`src/pcg8_pkg.sv`:
```
// Shared types, constants and helper functions of the eight-lane PCG32 generator.
package pcg8_pkg;

	localparam logic [63:0] PCG_MUL       = 64'd6364136223846793005;
	localparam logic [63:0] START_DEFAULT = 64'h853c49e6748fea9b;
	localparam logic [63:0] SEQ_DEFAULT   = 64'hda3e39cb94b95bdb;

	localparam int XSH_SHIFT = 18;
	localparam int XSH_DROP  = 27;
	localparam int ROT_POS   = 59;

	localparam int NUM_WORDS = 8;
	localparam int COUNT_W   = 4;

	localparam logic OPC_GENERATE = 1'b0;
	localparam logic OPC_RESEED   = 1'b1;

	typedef struct packed {
		logic               opcode;
		logic [COUNT_W-1:0] word_count;
	} in_item_t;

	typedef struct packed {
		logic [31:0]        word_0;
		logic [31:0]        word_1;
		logic [31:0]        word_2;
		logic [31:0]        word_3;
		logic [31:0]        word_4;
		logic [31:0]        word_5;
		logic [31:0]        word_6;
		logic [31:0]        word_7;
		logic [COUNT_W-1:0] words_valid;
	} out_item_t;

	typedef enum logic [1:0] {
		OP_WALK,
		OP_JUMP,
		OP_JINC
	} mul_op_t;

	typedef enum logic [2:0] {
		ST_IDLE,
		ST_SEED_LOAD,
		ST_SEED_MUL,
		ST_SEED_WAIT,
		ST_JINC_MUL,
		ST_JINC_WAIT,
		ST_GEN_MUL,
		ST_GEN_DONE
	} state_t;

	typedef struct packed {
		logic    seed_load;
		logic    gen_start;
		logic    issue;
		mul_op_t op;
		logic    out_load;
	} dp_cmd_t;

	// Multiplier of a jump by the given number of LCG steps.
	function automatic logic [63:0] pcg_jump_mul(input int steps);
		logic [63:0] m;
		m = 64'd1;
		for (int i = 0; i < steps; i++) begin
			m = m * PCG_MUL;
		end
		return m;
	endfunction

	// Sum of the multiplier powers; times the increment it gives the jump increment.
	function automatic logic [63:0] pcg_jump_sum(input int steps);
		logic [63:0] c;
		c = 64'd0;
		for (int i = 0; i < steps; i++) begin
			c = c * PCG_MUL + 64'd1;
		end
		return c;
	endfunction

	function automatic logic [31:0] xsh_rr(input logic [63:0] s);
		logic [63:0] mixed;
		logic [31:0] x;
		logic [4:0]  r;
		logic [63:0] rot;
		mixed = (s >> XSH_SHIFT) ^ s;
		x     = mixed[XSH_DROP +: 32];
		r     = s[ROT_POS +: 5];
		rot   = {x, x} >> r;
		return rot[31:0];
	endfunction

endpackage

```
`src/pcg8_ctrl.sv`:
```
// Controller: sequences reseed walks and lane jumps, and owns the handshakes.
module pcg8_ctrl
	import pcg8_pkg::*;
#(
	parameter int LANES = 8
) (
	input  logic                                 clk,
	input  logic                                 arst_n,
	input  logic                                 in_valid,
	output logic                                 in_stall,
	input  in_item_t                             in_data,
	output logic                                 out_valid,
	input  logic                                 out_stall,
	output dp_cmd_t                              cmd,
	output logic [((LANES > 1) ? $clog2(LANES) : 1)-1:0] k
);

	localparam int LW = (LANES > 1) ? $clog2(LANES) : 1;

	state_t        state_q;
	state_t        state_n;
	logic [LW-1:0] k_q;
	logic [LW-1:0] k_n;
	logic          out_valid_q;
	logic          accept;
	logic          last;
	logic          out_free;

	assign accept   = in_valid && (state_q == ST_IDLE);
	assign last     = (k_q == LW'(LANES - 1));
	assign out_free = !out_valid_q || !out_stall;

	always_comb begin
		state_n = state_q;
		k_n     = k_q;
		unique case (state_q)
			ST_IDLE: begin
				k_n = '0;
				if (accept) begin
					if (in_data.opcode == OPC_RESEED) begin
						state_n = ST_SEED_LOAD;
					end else if (in_data.word_count != '0) begin
						state_n = ST_GEN_MUL;
					end
				end
			end
			ST_SEED_LOAD: begin
				k_n     = '0;
				state_n = ST_SEED_MUL;
			end
			ST_SEED_MUL: begin
				state_n = ST_SEED_WAIT;
			end
			ST_SEED_WAIT: begin
				k_n     = last ? '0 : k_q + LW'(1);
				state_n = last ? ST_JINC_MUL : ST_SEED_MUL;
			end
			ST_JINC_MUL: begin
				state_n = ST_JINC_WAIT;
			end
			ST_JINC_WAIT: begin
				state_n = ST_IDLE;
			end
			ST_GEN_MUL: begin
				k_n = last ? '0 : k_q + LW'(1);
				if (last) begin
					state_n = ST_GEN_DONE;
				end
			end
			ST_GEN_DONE: begin
				if (out_free) begin
					state_n = ST_IDLE;
				end
			end
			default: begin
				state_n = ST_IDLE;
			end
		endcase
	end

	always_comb begin
		cmd           = '0;
		cmd.op        = OP_WALK;
		in_stall      = (state_q != ST_IDLE);
		cmd.gen_start = accept && (in_data.opcode == OPC_GENERATE) && (in_data.word_count != '0);
		unique case (state_q)
			ST_SEED_LOAD: cmd.seed_load = 1'b1;
			ST_SEED_MUL: begin
				cmd.issue = 1'b1;
				cmd.op    = OP_WALK;
			end
			ST_JINC_MUL: begin
				cmd.issue = 1'b1;
				cmd.op    = OP_JINC;
			end
			ST_GEN_MUL: begin
				cmd.issue = 1'b1;
				cmd.op    = OP_JUMP;
			end
			ST_GEN_DONE: cmd.out_load = out_free;
			default: begin
			end
		endcase
	end

	// Reset starts in the seeding walk so the lanes come up as seeded from sequence zero.
	always_ff @(posedge clk or negedge arst_n) begin
		if (!arst_n) begin
			state_q     <= ST_SEED_LOAD;
			k_q         <= '0;
			out_valid_q <= 1'b0;
		end else begin
			state_q <= state_n;
			k_q     <= k_n;
			if (cmd.out_load) begin
				out_valid_q <= 1'b1;
			end else if (!out_stall) begin
				out_valid_q <= 1'b0;
			end
		end
	end

	assign out_valid = out_valid_q;
	assign k         = k_q;

endmodule

```
`config.mk`:
```
export PLATFORM = sky130hd
export DESIGN_NAME = pcg8_ctrl
export DESIGN_NICKNAME = d
export VERILOG_FILES = /design/src/pcg8_pkg.sv /design/src/pcg8_ctrl.sv
export SDC_FILE = /design/constraint.sdc
export NUM_CORES = 1
export LEC_CHECK = 0
export BUFFER_PORTS_ARGS = -buffer_cell sky130_fd_sc_hd__buf_2
export CORE_ASPECT_RATIO = 0.9
export CORE_MARGIN = 10
export CORE_UTILIZATION = 25
export CTS_CLUSTER_DIAMETER = 80
export CTS_CLUSTER_SIZE = 12
export DETAILED_ROUTE_END_ITERATION = 8
export MAX_ROUTING_LAYER = met4
export PLACE_DENSITY = 0.58
export SLEW_MARGIN = 20
export SYNTH_ARGS = -nofsm -noshare
export SYNTH_HDL_FRONTEND = slang
export SYNTH_SLANG_ARGS = --single-unit
```
`constraint.sdc`:
```
create_clock -name clk -period 3.2 [get_ports clk]
set_clock_uncertainty 0.2 [all_clocks]
set_input_delay 0.48 -clock clk [delete_from_list [all_inputs] [get_ports clk]]
set_output_delay 0.48 -clock clk [all_outputs]
set_load 0.03 [all_outputs]
```
# Word-level counts from Yosys, hierarchy flattened
# Index checks and enable logic that the tools add are counted.
# Widths: inputs -> output; s select.
totals:
  input_bits: 9
  ff_bits: 7
  output_inout_bits: 11
  wordCells: 45
op_classes:
  eq_ne: 13
  bitwise_logic: 1
  n_mux: 14
  add_sub_neg: 1
  reduce_logical: 13
ops:
  columns: ["operator", "n"]
  rows:
  - ["$pmux 3 s8", 1]
  - ["$mux 3", 7]
  - ["$eq 3x3->1 const B", 5]
  - ["$pmux 3 s3", 1]
  - ["$eq 3x2->1 const B", 2]
  - ["$ne 2x2->1 const B", 3]
  - ["$pmux 3 s2", 1]
  - ["$mux 1", 4]
  - ["$reduce_and 4->1", 1]
  - ["$reduce_bool 4->1", 1]
  - ["$reduce_or 2->1", 2]
  - ["$add 3x1->3 const B", 1]
  - ["$eq 3x1->1 const B", 1]
  - ["$logic_and 1x1->1", 3]
  - ["$logic_not 3->1", 1]
  - ["$ne 3x2->1 const B", 1]
  - ["$reduce_bool 3->1", 1]
  - ["$logic_not 1->1", 2]
  - ["$ne 2x1->1 const B", 1]
  - ["$reduce_bool 2->1", 1]
  - ["$logic_or 1x1->1", 1]
  - ["$not 1->1", 1]

# Depth between registers and ports, before layout
# Gate-level depths: netlist of run 1.
depth:
  depth_word: 5
  depth_mapped: 5

# Least setup slack after synthesis of run 1
# OpenSTA, ideal clock, no wires.
synth_timing:
  kind: "reg-to-output"
  startpoint: "register state_q[0]"
  endpoint: "output cmd[0] (netlist bit)"
  path_buffers: 1
  stages_incl_launch_ff: 4
  setup_slack_ps: 1193
  arrival_ps: 1327
  path_cell_list: "dfstp_2 > buf_6 > nand3_1 > a21oi_1"
synth_rtl:
  columns: ["element", "line_no", "text"]
  rows:
  - ["start, declared", "pcg8_ctrl.sv:20", "state_t state_q;"]
  - ["start signal, assigned", "pcg8_ctrl.sv:113", "state_q <= state_n;"]
  - ["end, declared", "pcg8_ctrl.sv:14", "output dp_cmd_t cmd,"]

==> impl_metrics.py, run 1 <==
metrics = {
    "outcome": {
        "status": "complete, no violations",
    },
    "setup_path": {
        "worst_setup_path_start_kind": "flip-flop",
        "crit_start": "state_q[2]$_DFFE_PN0P_",
        "critPathKind": "flip-flop to output port",
        "crit_arrival_ns": 1.58,
        "reg2reg_from": "k[0]$_DFFE_PN0P_",
        "worstPathRequired_ns": 2.52,
        "worst-path-max-fanout": 16,
        "endpoint_kind": "output port",
    },
    "timing": {
        "final_max_slew_viol_count": 0,
        "rsz0062_at_grt": "no",
        "period_share_pct": 70.53,
        "setup_tns_ns": 0,
        "max_freq_mhz": 443.1,
        "hold_viol": 0,
        "slew_headroom_pct": 67.08,
        "period_needed_ns": 2.257,
        "setup_violations": 0,
        "worstMarginPinSlew_ns": 0.4938,
    },
    "drt": {
        "routed_wl_um": 1247,
        "drt_iter0_drc": 23,
        "wl_per_cell_um": 12.23,
        "drt-vias-per-instance": 4.706,
        "first_pass_iters": 4,
        "drc": 0,
        "ant_nets": 0,
        "vias": 480,
    },
    "yosys": {
        "yosys-top-cells-count": "dfrtp_1, nor2_1, mux2i_1, nand3_1",
        "async_reset_ff_share_pct": 100.0,
        "synthFlopType": "dfrtp_1",
        "yosys_warnings": 0,
        "ys_seq_area_share_pct": 32.87,
        "synth_top_area_share_pct": 27.97,
        "yosysMostFrequentCell": "dfrtp_1",
        "synth_nets": 68,
        "yosysUniqueCellTypes": 35,
        "netlist_area_um2": 536.8,
        "avgSynthCellArea_um2": 9.417,
        "synth.area.top_cells": "dfrtp_1, mux2i_1, dfstp_2, ha_1, a32o_1",
        "synth-edff-count": 0,
        "postSynthCellCount": 57,
        "ys_seq_elements": 7,
        "yosysTopAreaCell": "dfrtp_1",
    },
    "power": {
        "p_leak_uw": 0.0003192,
        "pwr_density_cell_mw_per_mm2": 983.3,
        "ir_worst_vdd_uv": 371.9,
    },
    "global_routing": {
        "antenna_found_initial": 0,
        "grt_pass1_wl_um": 1945,
        "first_global_vias": 434,
        "grt_usage_pct": 5.856,
        "grt-ovfl-total": 0,
        "grt_max_degree": 18,
    },
    "worst_hold_path": {
        "hp-start": "out_stall",
        "hold_path.class": "primary input to flip-flop",
    },
    "die": {
        "die_y_um": 63.96,
        "initial_core_util_pct": 27.24,
        "die_area_mm2": 0.004403,
        "core_area_mm2": 0.001971,
        "num_rows": 15,
        "io_pins": 20,
        "die_x_um": 68.84,
    },
    "clocking": {
        "cts_resized": 0,
        "cts.sinks": 7,
        "htree_levels": 1,
        "cts-buffers-inserted": 3,
        "cts_tree": "yes",
        "clock_path_buffers": 2,
        "cts_root_buffer": "clkbuf_4",
        "clk_latency_ns": 0.25,
        "clk_pin_slew_ns": 0.04,
        "cts_setup_buffers": 0,
    },
    "layout": {
        "seqCellArea_um2": 176.4,
        "num_antenna_cells": 0,
        "area_growth_pct": 24.48,
        "multi_input_area_um2": 321.6,
        "nets": 89,
        "instances_no_fill": 102,
        "drive_gt1_share_pct": 36.36,
        "n_fill_cell": 214,
    },
    "placement": {
        "place_congestion": 0.7234,
        "post-dp-hpwl_um": 979.8,
        "port_buffers": 19,
        "dpl.cell_count": 97,
    },
    "run": {
        "max_cap_violations": 0,
    },
}
-- registers in the layout, indices dropped and copies added, names as in the netlist --
signal	cells
k	3
out_valid	1
state_q	3
-- critical path: stages, from the launching register on --
cell and delay [ns]:
dfrtp_1 0.55, nor3_2 0.36, and4b_1 0.23, buf_2 0.19
-- metal layers --
layer	vias up	part of all wire [%]	global-route usage, %
li1	255	-	-
met1	211	45	6.811
met2	12	46	8.105
met3	2	6.8	2.265
met4	0	2.2	3.695
met5	-	0	-
-- cells by family (layout without fill, tap and decap cells) --
family          Yosys count  in the layout  synth area share (%)
simple gates             23             23                 24.71
compound gates           16             16                 24.94
flops                     7              7                 32.87
buf+inv                   6             26                 7.223
mux                       3              3                 5.595
fa+ha+maj                 2              2                 4.661
-- what timing repair did --
action,in CTS,in global routing
hold buffers,1,0
hold endpoints to repair,6,0
endpoints found under the setup margin,0,0
-- power by group --
part           switching, uW  internal (uW)  total, uW
Sequential              89.1            129        219
Clock                   31.3           47.5       78.7
Combinational            209            151        360
-- placed cells by master, fill, tap and decap left out, types with 2 or more instances in the layout --
master     count
ha_1           2
and2_1         2
buf_2         19
o2bb2ai_1      2
nor2_1         5
a32o_1         2
dfrtp_1        6
a21oi_1        2
nand2b_1       2
clkbuf_4       3
nand2_1        2
a2bb2oi_1      2
mux2i_1        3
nand3_1        3
-- path summary, 6_finish.rpt --
check | cells after the start | endpoint | slack [ns]
max | 3 | cmd[4] | 0.94
min | 3 | out_valid$_DFFE_PN0P_ | 0.32
max reg2reg | 5 | state_q[1]$_DFFE_PN0P_ | 1.51
min reg2reg | 2 | out_valid$_DFFE_PN0P_ | 0.37
max in group asynchronous | 2 | state_q[0]$_DFFE_PN1P_ | 2.20
min in group asynchronous | 2 | k[2]$_DFFE_PN0P_ | 0.37
-- stage by stage --
stage	hold WS (ns)	power [uW]	setup WS, ns	util [%]	cell area [um2]
final	0.3235	657.0	0.9431	33.90	668.1
after global routing	0.3409	715.5	0.8236	33.90	668.1
after CTS	0.3225	665.7	0.9473	33.90	668.1
after detailed placement	0.1128	583.7	1.020	32.06	631.9
after global placement	0.1144	580.9	1.044	32.06	631.9
after floorplan	-0.01559	509.1	1.193	-	536.8
-- cell type report --
cell class,instances,area share (%)
multi-input combinational,44,48.13
sequential,7,26.40
timing repair buffer,20,15.73
tap,25,4.682
clock buffer,4,3.933
inverter,2,1.124
(Power assumes the default switching activity.)
==> run 2, diff against run 1 <==
clock period = 2.29 ns   (was 3.2 ns; I/O delays follow)
==> run 2 against run 1 <==
Net effect: cell area increased by 1.1%; total power increased by 42%; setup slack got worse by 0.75 ns; critical path type unchanged; highest routed layer unchanged.
==> impl_metrics.py, run 2 (synthesized netlist as in run 1, its figures left out) <==
metrics = {
    "clocking": {
        "cts.sinks": 7,
        "htree_levels": 1,
        "clk_latency_ns": 0.26,
        "cts_resized": 0,
        "cts-buffers-inserted": 3,
        "cts_setup_buffers": 0,
        "cts_tree": "yes",
        "clock_path_buffers": 2,
        "clk_pin_slew_ns": 0.05,
        "cts_root_buffer": "clkbuf_4",
    },
    "setup_path": {
        "r2r-end": "state_q[1]$_DFFE_PN0P_",
        "worst-path-max-fanout": 15,
        "cpMaxStageDelayCell": "dfstp_2",
        "cp_top_family": "flip-flops",
        "r2r_cells": 5,
        "rrSetupSlack_ns": 0.57,
        "endpoint_kind": "output port",
        "cp_num_buf_inv": 1,
        "worstPathCellList": "and2b_1, nor2b_1, buf_2",
        "worstPathRequired_ns": 1.75,
        "critPathKind": "flip-flop to output port",
        "crit_arrival_ns": 1.55,
        "reg2reg_from": "k[0]$_DFFE_PN0P_",
        "crit_path_max_incr_delay_ns": 0.69,
        "cp_num_cells": 3,
        "worst_setup_path_start_kind": "flip-flop",
    },
    "placement": {
        "place_congestion": 0.7433,
        "post-dp-hpwl_um": 1012,
        "port_buffers": 19,
        "dpl.cell_count": 98,
        "dpl-instance-area_um2": 639.4,
    },
    "timing": {
        "slew_headroom_pct": 67.07,
        "final_max_slew_viol_count": 0,
        "max_freq_mhz": 476.9,
        "rsz0062_at_grt": "no",
        "period_needed_ns": 2.097,
        "hold_viol": 0,
        "period_share_pct": 91.56,
        "setup_violations": 0,
        "worstMarginPinSlew_ns": 0.4940,
        "setup_tns_ns": 0,
    },
    "layout": {
        "multi_input_area_um2": 321.6,
        "area_growth_pct": 25.87,
        "instances_no_fill": 103,
        "drive_gt1_share_pct": 37.18,
        "num_antenna_cells": 0,
        "mostFrequentLayoutCells": "buf_2, dfrtp_1, nor2_1",
        "final_util_pct": 34.29,
        "final_area_um2": 675.6,
        "n_fill_cell": 204,
        "nets": 90,
        "seqCellArea_um2": 176.4,
        "layout.cells.most_common": "buf_2",
    },
    "drt": {
        "drc": 0,
        "ant_nets": 0,
        "vias": 489,
        "routed_wl_um": 1265,
        "drt_iter0_drc": 8,
        "wl_per_cell_um": 12.28,
        "drt-vias-per-instance": 4.748,
        "first_pass_iters": 4,
    },
    "die": {
        "num_rows": 15,
        "core_area_mm2": 0.001971,
        "io_pins": 20,
        "initial_core_util_pct": 27.24,
        "die_area_mm2": 0.004403,
        "die_y_um": 63.96,
        "die_x_um": 68.84,
    },
    "worst_hold_path": {
        "whs_path_depth": 3,
        "hp-start": "out_stall",
        "hold_path.class": "primary input to flip-flop",
        "whs_endpoint": "out_valid$_DFFE_PN0P_",
    },
    "global_routing": {
        "grt_max_degree": 18,
        "antenna_found_initial": 0,
        "grt_usage_pct": 6.727,
        "grt_pass1_wl_um": 2159,
        "grt-ovfl-total": 0,
        "first_global_vias": 495,
    },
    "power": {
        "ir_worst_vdd_uv": 577.2,
        "pwr_density_cell_mw_per_mm2": 1379,
        "p_leak_uw": 0.0003243,
        "power_uw": 931.8,
    },
    "outcome": {
        "status": "complete, no violations",
    },
    "run": {
        "max_cap_violations": 0,
    },
}
run 2: worst register-to-register path: stages, from the launching register on:
cell	delay, ns
dfrtp_1	0.42
ha_1	0.21
ha_1	0.20
and3_1	0.18
a211oi_1	0.23
a2bb2oi_1	0.19
run 2: stage by stage:
stage | hold WS, ns | setup WS [ns]
finish | 0.1730 | 0.1932
CTS | 0.1709 | 0.1709
floorplan | -0.1521 | 0.4195
detailed placement | -0.02197 | 0.3845
global route | 0.1773 | 0.06778
global placement | -0.02217 | 0.4063
run 2: how the worst max path moves through the flow:
stage / slack [ns] / start / endpoint
3_3_place_gp: 0.41 / in_data[1] / cmd[4]
6_report: 0.19 / state_q[0]$_DFFE_PN1P_ / cmd[2]
2_1_floorplan: 0.42 / state_q[0]$_DFFE_PN1P_ / cmd[0]
5_1_grt: 0.07 / state_q[0]$_DFFE_PN1P_ / cmd[2]
3_5_place_dp: 0.38 / in_data[1] / cmd[4]
4_1_cts: 0.17 / state_q[0]$_DFFE_PN1P_ / cmd[2]
run 2: repair_timing:
item	in CTS	in global routing
endpoints found under the setup margin	0	0
hold buffers	1	0
endpoints found under the hold margin	7	0
run 2: final cells by class:
type | count | area share [%]
inverters | 2 | 1.111
clock buffers | 4 | 3.889
flip-flops and latches | 7 | 26.11
multi-input cells | 44 | 47.59
repair buffers | 21 | 16.67
well taps | 25 | 4.630
run 2: where the power goes:
| group | switching, uW | internal (uW) | total, uW |
|---|---|---|---|
| Clock | 46.1 | 66.5 | 113 |
| Sequential | 110 | 181 | 292 |
| Combinational | 308 | 220 | 528 |
| Total | 464 | 468 | 932 |
run 2: layer usage:
metal | up-vias | part of all wire, % | track usage [%]
li1 | 259 | - | -
met1 | 215 | 45 | 6.910
met2 | 10 | 45 | 9.475
met3 | 5 | 5.8 | 3.310
met4 | 0 | 3.5 | 5.172
met5 | - | 0 | -
==> run 3, diff against run 2 <==
CORE_UTILIZATION = 36   (was 25)
PLACE_DENSITY = 0.74   (was 0.58)
RECOVER_POWER = 50   (was default)
==> run 3 against run 2 <==
Net effect: register-to-register slack got worse by 0.06 ns; count of clock-buffer cells in the layout did not move; highest routed layer unchanged; die area fell by 22%; critical path depth did not move; worst hold slack improved by 0.027 ns; clock power fell by 7%; first-iteration DRC count fell by 38%; sequential power rose by 5%; sequential share of layout area rose by 1.1 points.
==> impl_metrics.py, run 3 (synthesized netlist as in run 1, its figures left out) <==
metrics = {
    "outcome": {
        "status": "complete, no violations",
    },
    "global_routing": {
        "met1_usage_pct": 8.767,
        "grt-busiest-layer": "met2",
        "grt-ovfl-total": 0,
        "grt_usage_pct": 7.954,
        "grt_pass1_wl_um": 2097,
        "first_global_vias": 478,
        "antenna_found_initial": 0,
        "grtUsageMet2_pct": 12.66,
        "grt.met3_usage_pct": 2.247,
        "grt_max_degree": 18,
    },
    "die": {
        "die_y_um": 56.63,
        "initial_core_util_pct": 37.50,
        "die_area_mm2": 0.003437,
        "die_x_um": 60.70,
        "io_pins": 20,
        "num_rows": 13,
        "core_area_mm2": 0.001431,
    },
    "clocking": {
        "cts-buffers-inserted": 3,
        "htree_levels": 1,
        "clock_path_buffers": 2,
        "cts_tree": "yes",
        "cts_root_buffer": "clkbuf_4",
        "clk_latency_ns": 0.24,
        "cts.sinks": 7,
        "clk_pin_slew_ns": 0.05,
    },
    "worst_hold_path": {
        "hold_path.class": "primary input to flip-flop",
    },
    "timing": {
        "rsz0062_at_grt": "no",
        "fin_worst_hold_slack_ns": 0.1999,
        "max_freq_mhz": 475.0,
        "period_share_pct": 91.93,
        "final_max_slew_viol_count": 0,
        "timing.final.ws_setup_ns": 0.1847,
        "setup_tns_ns": 0,
        "slew_headroom_pct": 65.75,
        "setup_violations": 0,
        "period_needed_ns": 2.105,
        "hold_viol": 0,
        "worstMarginPinSlew_ns": 0.5138,
    },
    "run": {
        "max_cap_violations": 0,
    },
    "placement": {
        "post-dp-hpwl_um": 995.4,
        "preCtsSetupSlack_ns": 0.3991,
        "port_buffers": 19,
        "place_congestion": 0.7268,
        "dpl-instance-area_um2": 619.3,
    },
    "drt": {
        "vias": 490,
        "drc": 0,
        "wl_per_cell_um": 13.76,
        "routed_wl_um": 1266,
        "first_pass_iters": 4,
        "drt-vias-per-instance": 5.326,
        "drt_iter0_drc": 5,
        "ant_nets": 0,
    },
    "power": {
        "pwr_density_cell_mw_per_mm2": 1399,
        "p_leak_uw": 0.0003012,
        "ir_worst_vdd_uv": 614.5,
    },
    "layout": {
        "num_antenna_cells": 0,
        "layout.cells.most_common": "buf_2",
        "final_area_um2": 649.4,
        "n_fill_cell": 150,
        "area_growth_pct": 20.98,
        "mostFrequentLayoutCells": "buf_2, clkbuf_1, dfrtp_1",
        "nets": 89,
        "drive_gt1_share_pct": 29.87,
    },
    "setup_path": {
        "worst-path-max-fanout": 16,
        "critPathKind": "flip-flop to output port",
        "endpoint_kind": "output port",
        "worstPathRequired_ns": 1.75,
        "crit_arrival_ns": 1.56,
        "worst_setup_path_start_kind": "flip-flop",
    },
}
run 3: what timing repair did:
item	4_1_cts	5_1_grt
setup buffers	0	0
hold buffers	1	0
hold endpoints to repair	7	0
gates resized for setup	0	0
run 3: final timing paths:
check,from,end,slack (ns),cells after the start
worst max-delay path,state_q[2]$_DFFE_PN0P_,cmd[4],0.18,3
worst min-delay path,out_stall,out_valid$_DFFE_PN0P_,0.20,3
worst min register to register,k[1]$_DFFE_PN0P_,k[1]$_DFFE_PN0P_,0.39,1
min in group asynchronous,arst_n,state_q[2]$_DFFE_PN0P_,0.32,2
max in group asynchronous,arst_n,state_q[0]$_DFFE_PN1P_,1.28,2
worst max register to register,k[0]$_DFFE_PN0P_,state_q[1]$_DFFE_PN0P_,0.51,5
run 3: per-layer routing:
layer / vias to the layer above / part of all wire (%)
li1: 260 / -
met1: 219 / 46
met2: 9 / 50
met3: 2 / 2.4
met4: 0 / 1.5
met5: - / 0
run 3: cell type report:
cell class / count / area, um2 / share of cell area, %
Timing Repair Buffer: 20 / 98.84 / 15.22
Multi-Input combinational cell: 44 / 321.6 / 49.52
Tap cell: 15 / 18.77 / 2.890
Inverter: 2 / 7.507 / 1.156
Clock buffer: 4 / 26.28 / 4.046
Sequential cell: 7 / 176.4 / 27.17
run 3: power by group:
part / switching (uW) / internal (uW)
registers: 125 / 181
clock network: 39.0 / 66.1
logic: 294 / 203
total: 458 / 451
run 3: critical path: stages, from the launching register on:
cell     delay [ns]
dfrtp_1        0.54
nor3_2         0.36
and4b_1        0.22
buf_2          0.19
run 3: through the flow:
step                util (%)  std cells  total power (uW)
floorplan                  -         57             711.4
global placement       43.27         87             802.4
detailed placement     43.27         87             812.2
CTS                    45.80         92             923.9
global route           45.37         92             984.5
finish                 45.37         92             908.7
